[config.mk]
export PLATFORM = sky130hd
export DESIGN_NAME = preemptive_priority_scheduler
export DESIGN_NICKNAME = d
export VERILOG_FILES = /design/src/rtl/core/pps_pkg.sv /design/src/rtl/core/pps_cell.sv /design/src/rtl/core/preemptive_priority_scheduler.sv
export SDC_FILE = /design/constraint.sdc
export NUM_CORES = 1
export LEC_CHECK = 0
export BUFFER_PORTS_ARGS = -buffer_cell sky130_fd_sc_hd__clkbuf_2
export CAP_MARGIN = 15
export CORE_UTILIZATION = 30
export CTS_CLUSTER_DIAMETER = 50
export DETAILED_ROUTE_END_ITERATION = 8
export GPL_TIMING_DRIVEN = 0
export HOLD_SLACK_MARGIN = 0.1
export PLACE_DENSITY_LB_ADDON = 0.12
export REMOVE_ABC_BUFFERS = 1
export SYNTH_ARGS = -nofsm -noshare
export SYNTH_HDL_FRONTEND = slang
export SYNTH_SLANG_ARGS = --single-unit
[constraint.sdc]
create_clock -name clk_i -period 8.3 [get_ports clk_i]
set_clock_uncertainty 0.2 [all_clocks]
set_input_delay 0.415 -clock clk_i [delete_from_list [all_inputs] [get_ports clk_i]]
set_output_delay 0.415 -clock clk_i [all_outputs]
set_load 0.1 [all_outputs]
[src/rtl/core/pps_pkg.sv]
// ----------------------------------------------------------------------------
// Preemptive priority scheduler package
// Shared types, codes and defaults for the scheduler and its queue cells.
// ----------------------------------------------------------------------------
`default_nettype none

package pps_pkg;

  // Default number of ready queue cells
  localparam int unsigned QUEUE_DEPTH = 16;

  localparam int unsigned ID_W    = 8;
  localparam int unsigned PRIO_W  = 8;
  localparam int unsigned REM_W   = 16;
  localparam int unsigned STAT_W  = 2;
  localparam int unsigned IN_DW   = 32;
  localparam int unsigned OUT_DW  = 32;

  // Opcodes carried in the input tuser
  localparam logic OP_ARRIVE = 1'b0;
  localparam logic OP_TICK   = 1'b1;

  // Status codes carried in the output tuser
  localparam logic [STAT_W-1:0] ST_ACCEPTED = 2'd0;
  localparam logic [STAT_W-1:0] ST_REJECTED = 2'd1;
  localparam logic [STAT_W-1:0] ST_RAN      = 2'd2;
  localparam logic [STAT_W-1:0] ST_IDLE     = 2'd3;

  // One task as held in a queue cell or the running slot
  typedef struct packed {
    logic [ID_W-1:0]   id;
    logic [PRIO_W-1:0] prio;
    logic [REM_W-1:0]  rem;
  } task_t;

  // Queue operation broadcast to every cell
  typedef struct packed {
    logic insert;
    logic shift;
  } cell_ctrl_t;

  typedef enum logic [1:0] {
    S_IDLE,
    S_EXEC,
    S_REINS,
    S_RUN
  } state_e;

endpackage

`default_nettype wire

[src/rtl/core/pps_cell.sv]
// ----------------------------------------------------------------------------
// Ready queue cell
// One slot of the sorted ready queue. Takes part in a sorted insert by
// comparing against its own and its left neighbor's priority, and moves
// its right neighbor's task in on a head removal.
// ----------------------------------------------------------------------------
`default_nettype none

module pps_cell (
  input  wire                       clk_i,
  input  wire pps_pkg::cell_ctrl_t  ctrl_i,
  input  wire                       occ_i,       // this slot holds a task
  input  wire                       prev_occ_i,  // left neighbor holds a task
  input  wire pps_pkg::task_t       prev_i,
  input  wire pps_pkg::task_t       next_i,
  input  wire pps_pkg::task_t       new_i,
  output pps_pkg::task_t            ent_o
);

  pps_pkg::task_t ent_q, ent_d;
  logic           prev_later;
  logic           self_later;

  // Decide whether the new task lands here or pushes from the left
  assign prev_later = prev_occ_i && (prev_i.prio > new_i.prio);
  assign self_later = !occ_i || (ent_q.prio > new_i.prio);

  always_comb begin
    ent_d = ent_q;
    if (ctrl_i.shift) begin
      ent_d = next_i;
    end else if (ctrl_i.insert) begin
      if (prev_later) begin
        ent_d = prev_i;
      end else if (self_later) begin
        ent_d = new_i;
      end
    end
  end

  // Hold the slot contents
  always_ff @(posedge clk_i) begin
    ent_q <= ent_d;
  end

  assign ent_o = ent_q;

endmodule

`default_nettype wire

[src/rtl/core/preemptive_priority_scheduler.sv]
// ----------------------------------------------------------------------------
// Preemptive priority scheduler
// Ready queue as a row of sorted cells plus one running slot. Arrivals are
// inserted in priority order (first come first served on ties); ticks
// dispatch, preempt and run the current task for one unit.
// ----------------------------------------------------------------------------
// Channel   Dir  tuser             tdata
// s_axis    in   [0] opcode        [7:0] task_id [15:8] task_priority
//                                  [31:16] burst_length
// m_axis    out  [1:0] status      [7:0] running_id [8] completed
//                                  [9] preempted [25:10] time_left
//
// An arrive word passes EXEC, which registers its result; a tick word passes EXEC
// and RUN, with REINS between them when it preempts (head removal in EXEC and
// reinsertion in REINS, each through the cell row). One word is in flight at a
// time; the next is taken once the FSM is back in idle and the output register
// is free or drained. Reset clears the queue count, the running slot and the
// FSM; no clearing pass is needed.
// ----------------------------------------------------------------------------
`default_nettype none

module preemptive_priority_scheduler #(
  parameter int unsigned QUEUE_DEPTH = pps_pkg::QUEUE_DEPTH
) (
  input  wire                          clk_i,
  input  wire                          rst_ni,
  input  wire                          s_axis_tvalid,
  output logic                         s_axis_tready,
  input  wire  [pps_pkg::IN_DW-1:0]    s_axis_tdata,  // task_id, task_priority, burst_length
  input  wire                          s_axis_tuser,  // opcode
  output logic                         m_axis_tvalid,
  input  wire                          m_axis_tready,
  output logic [pps_pkg::OUT_DW-1:0]   m_axis_tdata,  // running_id, completed, preempted,
                                                      // time_left, zero pad
  output logic [pps_pkg::STAT_W-1:0]   m_axis_tuser   // status
);

  localparam int unsigned CNT_W = $clog2(QUEUE_DEPTH + 1);

  pps_pkg::state_e     state_q, state_d;
  pps_pkg::cell_ctrl_t ctrl;
  pps_pkg::task_t      ent [QUEUE_DEPTH];
  pps_pkg::task_t      itm_q;
  pps_pkg::task_t      cur_q;
  pps_pkg::task_t      in_task;
  logic [CNT_W-1:0]    count_q;
  logic [QUEUE_DEPTH-1:0] occ;
  logic                op_q;
  logic                pre_q;
  logic                cur_valid_q;
  logic                out_valid_q;
  logic                accept;
  logic                full;
  logic                nonempty;
  logic                preempt;
  logic                run_done;
  logic [pps_pkg::REM_W-1:0] rem_dec;

  assign in_task.id   = s_axis_tdata[7:0];
  assign in_task.prio = s_axis_tdata[15:8];
  assign in_task.rem  = s_axis_tdata[31:16];

  assign accept   = s_axis_tvalid && s_axis_tready;
  assign full     = (count_q == CNT_W'(QUEUE_DEPTH));
  assign nonempty = (count_q != '0);
  assign preempt  = cur_valid_q && nonempty && (ent[0].prio < cur_q.prio);

  // Saturating decrement of the running task
  assign rem_dec  = (cur_q.rem != '0) ? cur_q.rem - 1'b1 : cur_q.rem;
  assign run_done = (rem_dec == '0);

  // Build the row of queue cells
  for (genvar k = 0; k < QUEUE_DEPTH; k++) begin : g_cell
    assign occ[k] = (count_q > CNT_W'(k));
    if (k == 0) begin : g_first
      pps_cell u_cell (
        .clk_i      (clk_i),
        .ctrl_i     (ctrl),
        .occ_i      (occ[k]),
        .prev_occ_i (1'b0),
        .prev_i     (itm_q),
        .next_i     ((QUEUE_DEPTH > 1) ? ent[(QUEUE_DEPTH > 1) ? 1 : 0] : ent[0]),
        .new_i      (itm_q),
        .ent_o      (ent[k])
      );
    end else if (k == QUEUE_DEPTH - 1) begin : g_last
      pps_cell u_cell (
        .clk_i      (clk_i),
        .ctrl_i     (ctrl),
        .occ_i      (occ[k]),
        .prev_occ_i (occ[k-1]),
        .prev_i     (ent[k-1]),
        .next_i     (ent[k]),
        .new_i      (itm_q),
        .ent_o      (ent[k])
      );
    end else begin : g_mid
      pps_cell u_cell (
        .clk_i      (clk_i),
        .ctrl_i     (ctrl),
        .occ_i      (occ[k]),
        .prev_occ_i (occ[k-1]),
        .prev_i     (ent[k-1]),
        .next_i     (ent[k+1]),
        .new_i      (itm_q),
        .ent_o      (ent[k])
      );
    end
  end

  // Next state
  always_comb begin
    state_d = state_q;
    case (state_q)
      pps_pkg::S_IDLE: begin
        if (accept) begin
          state_d = pps_pkg::S_EXEC;
        end
      end
      pps_pkg::S_EXEC: begin
        if (op_q == pps_pkg::OP_ARRIVE) begin
          state_d = pps_pkg::S_IDLE;
        end else if (preempt) begin
          state_d = pps_pkg::S_REINS;
        end else begin
          state_d = pps_pkg::S_RUN;
        end
      end
      pps_pkg::S_REINS: state_d = pps_pkg::S_RUN;
      pps_pkg::S_RUN:   state_d = pps_pkg::S_IDLE;
      default:          state_d = pps_pkg::S_IDLE;
    endcase
  end

  // State outputs: handshake and cell row control
  always_comb begin
    s_axis_tready = 1'b0;
    ctrl          = '0;
    case (state_q)
      pps_pkg::S_IDLE: begin
        s_axis_tready = !out_valid_q || m_axis_tready;
      end
      pps_pkg::S_EXEC: begin
        if (op_q == pps_pkg::OP_ARRIVE) begin
          ctrl.insert = !full;
        end else begin
          ctrl.shift = nonempty && (!cur_valid_q || preempt);
        end
      end
      pps_pkg::S_REINS: begin
        ctrl.insert = 1'b1;
      end
      default: begin
        ctrl = '0;
      end
    endcase
  end

  // Control state
  always_ff @(posedge clk_i or negedge rst_ni) begin
    if (!rst_ni) begin
      state_q     <= pps_pkg::S_IDLE;
      count_q     <= '0;
      cur_valid_q <= 1'b0;
      out_valid_q <= 1'b0;
      pre_q       <= 1'b0;
      op_q        <= pps_pkg::OP_ARRIVE;
    end else begin
      state_q <= state_d;
      if (accept) begin
        op_q  <= s_axis_tuser;
        pre_q <= 1'b0;
      end
      // Drop the result once taken
      if (out_valid_q && m_axis_tready) begin
        out_valid_q <= 1'b0;
      end
      if (ctrl.shift) begin
        count_q     <= count_q - 1'b1;
        cur_valid_q <= 1'b1;
        pre_q       <= cur_valid_q;
      end else if (ctrl.insert) begin
        count_q <= count_q + 1'b1;
      end
      if (state_q == pps_pkg::S_EXEC && op_q == pps_pkg::OP_ARRIVE) begin
        out_valid_q <= 1'b1;
      end
      if (state_q == pps_pkg::S_RUN) begin
        out_valid_q <= 1'b1;
        if (cur_valid_q && run_done) begin
          cur_valid_q <= 1'b0;
        end
      end
    end
  end

  // Task payload and result word
  always_ff @(posedge clk_i) begin
    if (accept) begin
      itm_q <= in_task;
    end
    if (ctrl.shift) begin
      cur_q <= ent[0];
      // Park the preempted task for reinsertion
      itm_q <= cur_q;
    end
    if (state_q == pps_pkg::S_EXEC && op_q == pps_pkg::OP_ARRIVE) begin
      m_axis_tuser <= full ? pps_pkg::ST_REJECTED : pps_pkg::ST_ACCEPTED;
      m_axis_tdata <= '0;
    end
    if (state_q == pps_pkg::S_RUN) begin
      if (cur_valid_q) begin
        cur_q.rem    <= rem_dec;
        m_axis_tuser <= pps_pkg::ST_RAN;
        m_axis_tdata <= {6'd0, rem_dec, pre_q, run_done, cur_q.id};
      end else begin
        m_axis_tuser <= pps_pkg::ST_IDLE;
        m_axis_tdata <= '0;
      end
    end
  end

  assign m_axis_tvalid = out_valid_q;

endmodule

`default_nettype wire
==> results of run 1 <==
cell families (layout without fill, tap and decap cells):
logic type      after synthesis  after routing
buf+inv                     298            402
xor+xnor                     12             12
mux                         480            480
simple gates                867            867
other cells                   1              6
fa+ha+maj                   148            148
flops                       615            615
compound gates              678            678
worst reg2reg max path: stages, from the launching register on:
cell and delay (ps):
edfxtp_1 450, ha_1 320, a2111oi_0 730, o311ai_1 270, a21o_4 480, inv_8 470
buf_16 420, buf_16 600, buf_16 500, buf_16 620, o21ai_0 340
cell usage after synthesis (16+ instances only):
master    count
edfxtp_1    588
a21oi_1      60
ha_1        148
buf_4        16
clkbuf_1     97
nor2_1       52
inv_1        66
buf_2        97
nand3_1      19
o21ai_0     506
and3_1       27
mux2_2       26
mux2i_1     454
nor3_1       30
dfxtp_1      16
a21o_1       21
nand2_1     660
routing by layer:
layer  up-vias  share of wire [%]
met1     11753                 47
met2       265                 49
li1      11432                  -
met5         -                  0
met4         0                2.0
met3       124                2.7
flip-flops by register name, indices dropped and copies added (netlist names), named ones only:
register,cells
cur_valid_q,1
state_q,1
count_q,5
op_q,1
m_axis_tvalid,1
cur_q,32
m_axis_tuser,2
pre_q,1
g_cell.g_last.u_cell.ent_o,32
g_cell.g_first.u_cell.ent_o,32
itm_q,32
m_axis_tdata,26
g_cell.g_mid.u_cell.ent_o,448
through the flow:
| step | worst slack [ps] | hold slack, ps | setup TNS [ps] |
|---|---|---|---|
| after CTS | 2600 | 262 | 0 |
| after global placement | -19830 | 151 | -7451750 |
| after global routing | 2160 | 279 | 0 |
| final | 2610 | 260 | 0 |
| after floorplan | -6120 | -80.6 | -1396540 |
| after detailed placement | 2580 | 160 | 0 |
final cells by class:
class / instances / area share (%)
tap: 1488 / 4.66
clock buffer: 106 / 6.00
multi-input combinational: 2191 / 36.5
inverter: 67 / 0.648
timing repair buffer: 161 / 4.65
sequential: 615 / 45.7
clock inverter: 68 / 1.86
worst max path at each step:
stage | from | to | slack, ps | cells after the start
3_3_place_gp | g_cell[0].g_first.u_cell.ent_o[17] | g_cell[15].g_last.u_cell.ent_o[28] | -19830 | 6
4_1_cts | g_cell[0].g_first.u_cell.ent_o[17] | g_cell[9].g_mid.u_cell.ent_o[30] | 2600 | 10
6_report | g_cell[0].g_first.u_cell.ent_o[17] | g_cell[8].g_mid.u_cell.ent_o[29] | 2610 | 10
5_1_grt | g_cell[0].g_first.u_cell.ent_o[17] | g_cell[6].g_mid.u_cell.ent_o[30] | 2160 | 10
2_1_floorplan | g_cell[0].g_first.u_cell.ent_o[17] | g_cell[15].g_last.u_cell.ent_o[0] | -6120 | 6
3_5_place_dp | g_cell[0].g_first.u_cell.ent_o[17] | g_cell[5].g_mid.u_cell.ent_o[29] | 2580 | 10
==> flow_summary.json, run 1 <==
{
  "status": "complete, no violations",
  "mostFrequentLayoutCells": "nand2_1 (657), edfxtp_1 (588), o21ai_0 (493)",
  "slew_viol_final": 0,
  "synth_top_family_by_area": "multiplexers",
  "syn_avg_cell_area_um2": 10.9,
  "drc": 0,
  "multi_input_area_um2": 14600,
  "cts_sinks": 615,
  "hold_end": "cur_q[30]",
  "synth_warnings": 0,
  "cp_max_fo": 198,
  "dp_hpwl_um": 61300,
  "reg2reg_slack_ps": 2610,
  "tightestPinTransition_ps": 1030,
  "crit_chain": "ha_1, a2111oi_0, o311ai_1, a21o_4, inv_8, buf_16, buf_16, buf_16, buf_16, o21ai_0",
  "fp.dieW_um": 338,
  "rows": 122,
  "hp-start": "g_cell[0].g_first.u_cell.ent_o[30]",
  "clk_pin_slew_ps": 60,
  "route.vias.total": 23574,
  "wire_per_inst_um": 18.3,
  "synth-async-reset-ratio_pct": 1.79,
  "cp_data_arrival_time_ps": 5850,
  "grt_overflow": 0,
  "totalWireLength_um": 85800,
  "worstSetupStartpointType": "flop",
  "finalSetupViolCount": 0,
  "synth_seq_cells": 615,
  "placedCellCount": 4483,
  "cpMostUsedCell": "buf_16",
  "cts_setup_buffers": 0,
  "layout_min_cycle_time_ps": 5690,
  "hold_class": "reg2reg",
  "die_y_um": 338,
  "use_met1_pct": 19.3,
  "rsz0062_at_grt": "no",
  "insertedDiodeCount": 0,
  "critPathTopFamily": "buffers and inverters",
  "hold_viol": 0,
  "drive_above_1_share_pct": 11.0,
  "layout.nets": 3314,
  "global_route.usage.met2_pct": 25.5,
  "max-cap-violations": 0,
  "cts_resized": 0,
  "use_met3_pct": 2.27,
  "antenna_found_initial": 0,
  "syn_to_final_growth_pct": 17.8,
  "synthDominantCellAreaShare_pct": 52.1,
  "root_buffer": "clkbuf_16",
  "cts_buffers": 93,
  "required_ps": 8460,
  "drtIter0Drc": 1162,
  "dr.pass1.iters": 4,
  "synth_xor_area_share_pct": 0.310,
  "synthMuxAreaShare_pct": 14.3,
  "holdPathStages": 0,
  "top_usage_layer": "met2",
  "worstSetupEndpointType": "flop",
  "hold_buffers": 38,
  "grt_max_degree": 200,
  "gp_congestion": 0.810,
  "seqCellArea_um2": 18300,
  "clk_latency_ps": 660,
  "grt_pass1_vias": 25422,
  "yosysUniqueCellTypes": 77,
  "cts_tree": "built",
  "synth_top_area_cell": "edfxtp_1",
  "die_area_um2": 114000,
  "timing.rr.end": "g_cell[8].g_mid.u_cell.ent_o[29]",
  "ys_top_cells_by_area": "edfxtp_1 (52%), mux2i_1 (13%), o21ai_0 (7.5%)",
  "num_io_pins": 73,
  "synth-simple-area-share_pct": 10.9,
  "htreeDepth": 3,
  "fin_crit_sh_pct": 68.6,
  "final_common_cell": "nand2_1",
  "vias_per_cell": 5.02,
  "final_core_util_pct": 35.9,
  "fillerInstances": 10928,
  "crit_slowest_cell": "a2111oi_0",
  "clk_path_buf_depth": 3,
  "coreArea_um2": 111000,
  "crit_type": "reg2reg",
  "placed_area_um2": 36400,
  "syn_area_um2": 33900,
  "slowest_delay_ps": 730,
  "port_buffers": 66,
  "synth_adder_area_share_pct": 5.46,
  "critPathBufInv": 5,
  "synth_edf_count": 588,
  "reg2reg_from": "g_cell[0].g_first.u_cell.ent_o[17]",
  "worstRegToRegCells": 10,
  "ys_seq_area_share_pct": 53.8,
  "grt_usage_pct": 14.8,
  "final_antenna_net_count": 0,
  "synth_compound_area_share_pct": 11.2,
  "start_util_pct": 30.5,
  "final_cell_area_um2": 40000,
  "final_cell_count_no_fill": 4696,
  "synthFlopType": "edfxtp_1",
  "syn_inst": 3099,
  "slew_headroom_pct": 31.0,
  "max_freq_ghz": 0.176,
  "grt_pass1_wl_um": 138000
}
Power of run 1 is left out: the tool's default activity adds up to more than one toggle a clock period on the data nets, which glitch-free logic cannot reach.
==> run 2, diff against run 1 <==
==> constraint.sdc (replaced) <==
create_clock -name clk_i -period 5.1 [get_ports clk_i]
set_clock_uncertainty 0.2 [all_clocks]
set_input_delay 0.255 -clock clk_i [delete_from_list [all_inputs] [get_ports clk_i]]
set_output_delay 0.255 -clock clk_i [all_outputs]
set_load 0.1 [all_outputs]
==> run 2 against run 1 <==
  * Critical path type unchanged
  * Core utilization is 0.17 points higher
  * Count of clock-buffer cells in the layout is the same
  * Global-route usage increased by 0.39 points
  * Worst hold slack worse by 42 ps
  * Worst setup slack lost 2300 ps
  * Die area is the same
  * Fmax increased by 19%
  * Cell count rose by 0.17%
==> flow_summary.json, run 2 (synthesized netlist as in run 1, its figures left out) <==
{
  "worstSetupStartpointType": "flop",
  "worstSetupEndpointType": "flop",
  "gp_congestion": 0.810,
  "crit_chain": "ha_1, a2111oi_1, o311ai_1, a21o_4, inv_16, buf_16, buf_16, buf_16, bufbuf_16, nand2_1, o21ai_0",
  "cts_tree": "built",
  "cp_data_arrival_time_ps": 5050,
  "hp-start": "s_axis_tdata[2]",
  "die_y_um": 338,
  "route.vias.total": 23906,
  "slew_viol_final": 0,
  "clk_latency_ps": 660,
  "final_cell_area_um2": 40100,
  "seqCellArea_um2": 18300,
  "holdPathStages": 4,
  "hold_viol": 0,
  "mostFrequentLayoutCells": "nand2_1 (657), edfxtp_1 (588), o21ai_0 (493)",
  "placed_area_um2": 36400,
  "grt_max_degree": 200,
  "max-cap-violations": 0,
  "cts_buffers": 93,
  "fillerInstances": 10910,
  "worstRegToRegCells": 11,
  "layout.nets": 3322,
  "reg2reg_slack_ps": 320,
  "vias_per_cell": 5.08,
  "multi_input_area_um2": 14600,
  "num_io_pins": 73,
  "timing.rr.end": "g_cell[5].g_mid.u_cell.ent_o[29]",
  "rows": 122,
  "hold_class": "in2reg",
  "slowest_delay_ps": 580,
  "antenna_found_initial": 0,
  "root_buffer": "clkbuf_16",
  "clk_pin_slew_ps": 60,
  "status": "complete, no violations",
  "grt_pass1_wl_um": 141000,
  "clk_path_buf_depth": 3,
  "drive_above_1_share_pct": 11.2,
  "wire_per_inst_um": 18.9,
  "reg2reg_from": "g_cell[0].g_first.u_cell.ent_o[17]",
  "fin_crit_sh_pct": 93.7,
  "required_ps": 5380,
  "critPathTopFamily": "buffers and inverters",
  "max_freq_ghz": 0.209,
  "rsz0062_at_grt": "no",
  "grt_usage_pct": 15.2,
  "insertedDiodeCount": 0,
  "crit_slowest_cell": "a2111oi_1",
  "drtIter0Drc": 1207,
  "coreArea_um2": 111000,
  "die_area_um2": 114000,
  "syn_to_final_growth_pct": 18.4,
  "port_buffers": 66,
  "totalWireLength_um": 89000,
  "htreeDepth": 3,
  "start_util_pct": 30.5,
  "dp_hpwl_um": 61300,
  "fp.dieW_um": 338,
  "dr.pass1.iters": 5,
  "final_common_cell": "nand2_1",
  "slew_headroom_pct": 31.3,
  "crit_type": "reg2reg",
  "largest_reg_flops": 448,
  "critPathBufInv": 5,
  "cp_max_fo": 111,
  "grt_overflow": 0,
  "tightestPinTransition_ps": 1030,
  "finalSetupViolCount": 0,
  "grt_pass1_vias": 25747,
  "hold_end": "itm_q[26]",
  "cts_sinks": 615,
  "cpMostUsedCell": "buf_16",
  "final_antenna_net_count": 0,
  "layout_min_cycle_time_ps": 4780,
  "drc": 0
}
run 2: layer usage:
metal  track usage (%)  routed length [µm]
met1              20.0               41400
met2              26.0               43200
met3              2.27                2470
met4              3.94                1890
met5                 0                   0
run 2: what timing repair did:
action                     in CTS  in global routing
hold buffers                   38                  0
resized for setup               2                  1
hold endpoints to repair       48                  0
setup buffers                   0                  4
setup endpoints to repair     174                115
pin swaps                       0                  1
cloned                          3                  1
run 2: cell type report:
cell class | instances | share of cell area (%)
sequential | 615 | 45.5
timing repair buffer | 169 | 5.07
tap | 1488 | 4.64
inverter | 67 | 0.667
clock buffer | 106 | 5.97
clock inverter | 68 | 1.85
multi-input combinational | 2191 | 36.3
run 2: how the worst max path moves through the flow:
stage / start / end / slack [ps] / depth (start not counted)
after CTS: g_cell[0].g_first.u_cell.ent_o[17] / g_cell[6].g_mid.u_cell.ent_o[31] / 160 / 11
final: g_cell[0].g_first.u_cell.ent_o[17] / g_cell[5].g_mid.u_cell.ent_o[29] / 320 / 11
after floorplan: g_cell[0].g_first.u_cell.ent_o[17] / g_cell[15].g_last.u_cell.ent_o[0] / -9320 / 6
after global placement: g_cell[0].g_first.u_cell.ent_o[17] / g_cell[15].g_last.u_cell.ent_o[28] / -23030 / 6
after detailed placement: g_cell[0].g_first.u_cell.ent_o[17] / g_cell[5].g_mid.u_cell.ent_o[29] / -620 / 10
after global routing: g_cell[0].g_first.u_cell.ent_o[17] / g_cell[6].g_mid.u_cell.ent_o[28] / 10 / 11
run 2: worst reg2reg max path, cell delays in order, from the launching register on:
cell and delay (ps):
edfxtp_1 450, ha_1 320, a2111oi_1 580, o311ai_1 240, a21o_4 480, inv_16 360
buf_16 300, buf_16 400, buf_16 350, bufbuf_16 590, nand2_1 200, o21ai_0 120
run 2: metrics by stage:
step	instances	TNS, ps	setup WS (ps)	hold slack [ps]	utilization, %
after global placement	4427	-	-23030	-8.83	31.5
after global routing	4704	0	14.2	191	36.1
after floorplan	2873	-3847440	-9320	-241	-
after detailed placement	4483	-64210	-619	0.106	32.7
final	4704	0	323	217	36.1
after CTS	4698	0	165	174	36.0
Power of run 2 is left out for the same reason.
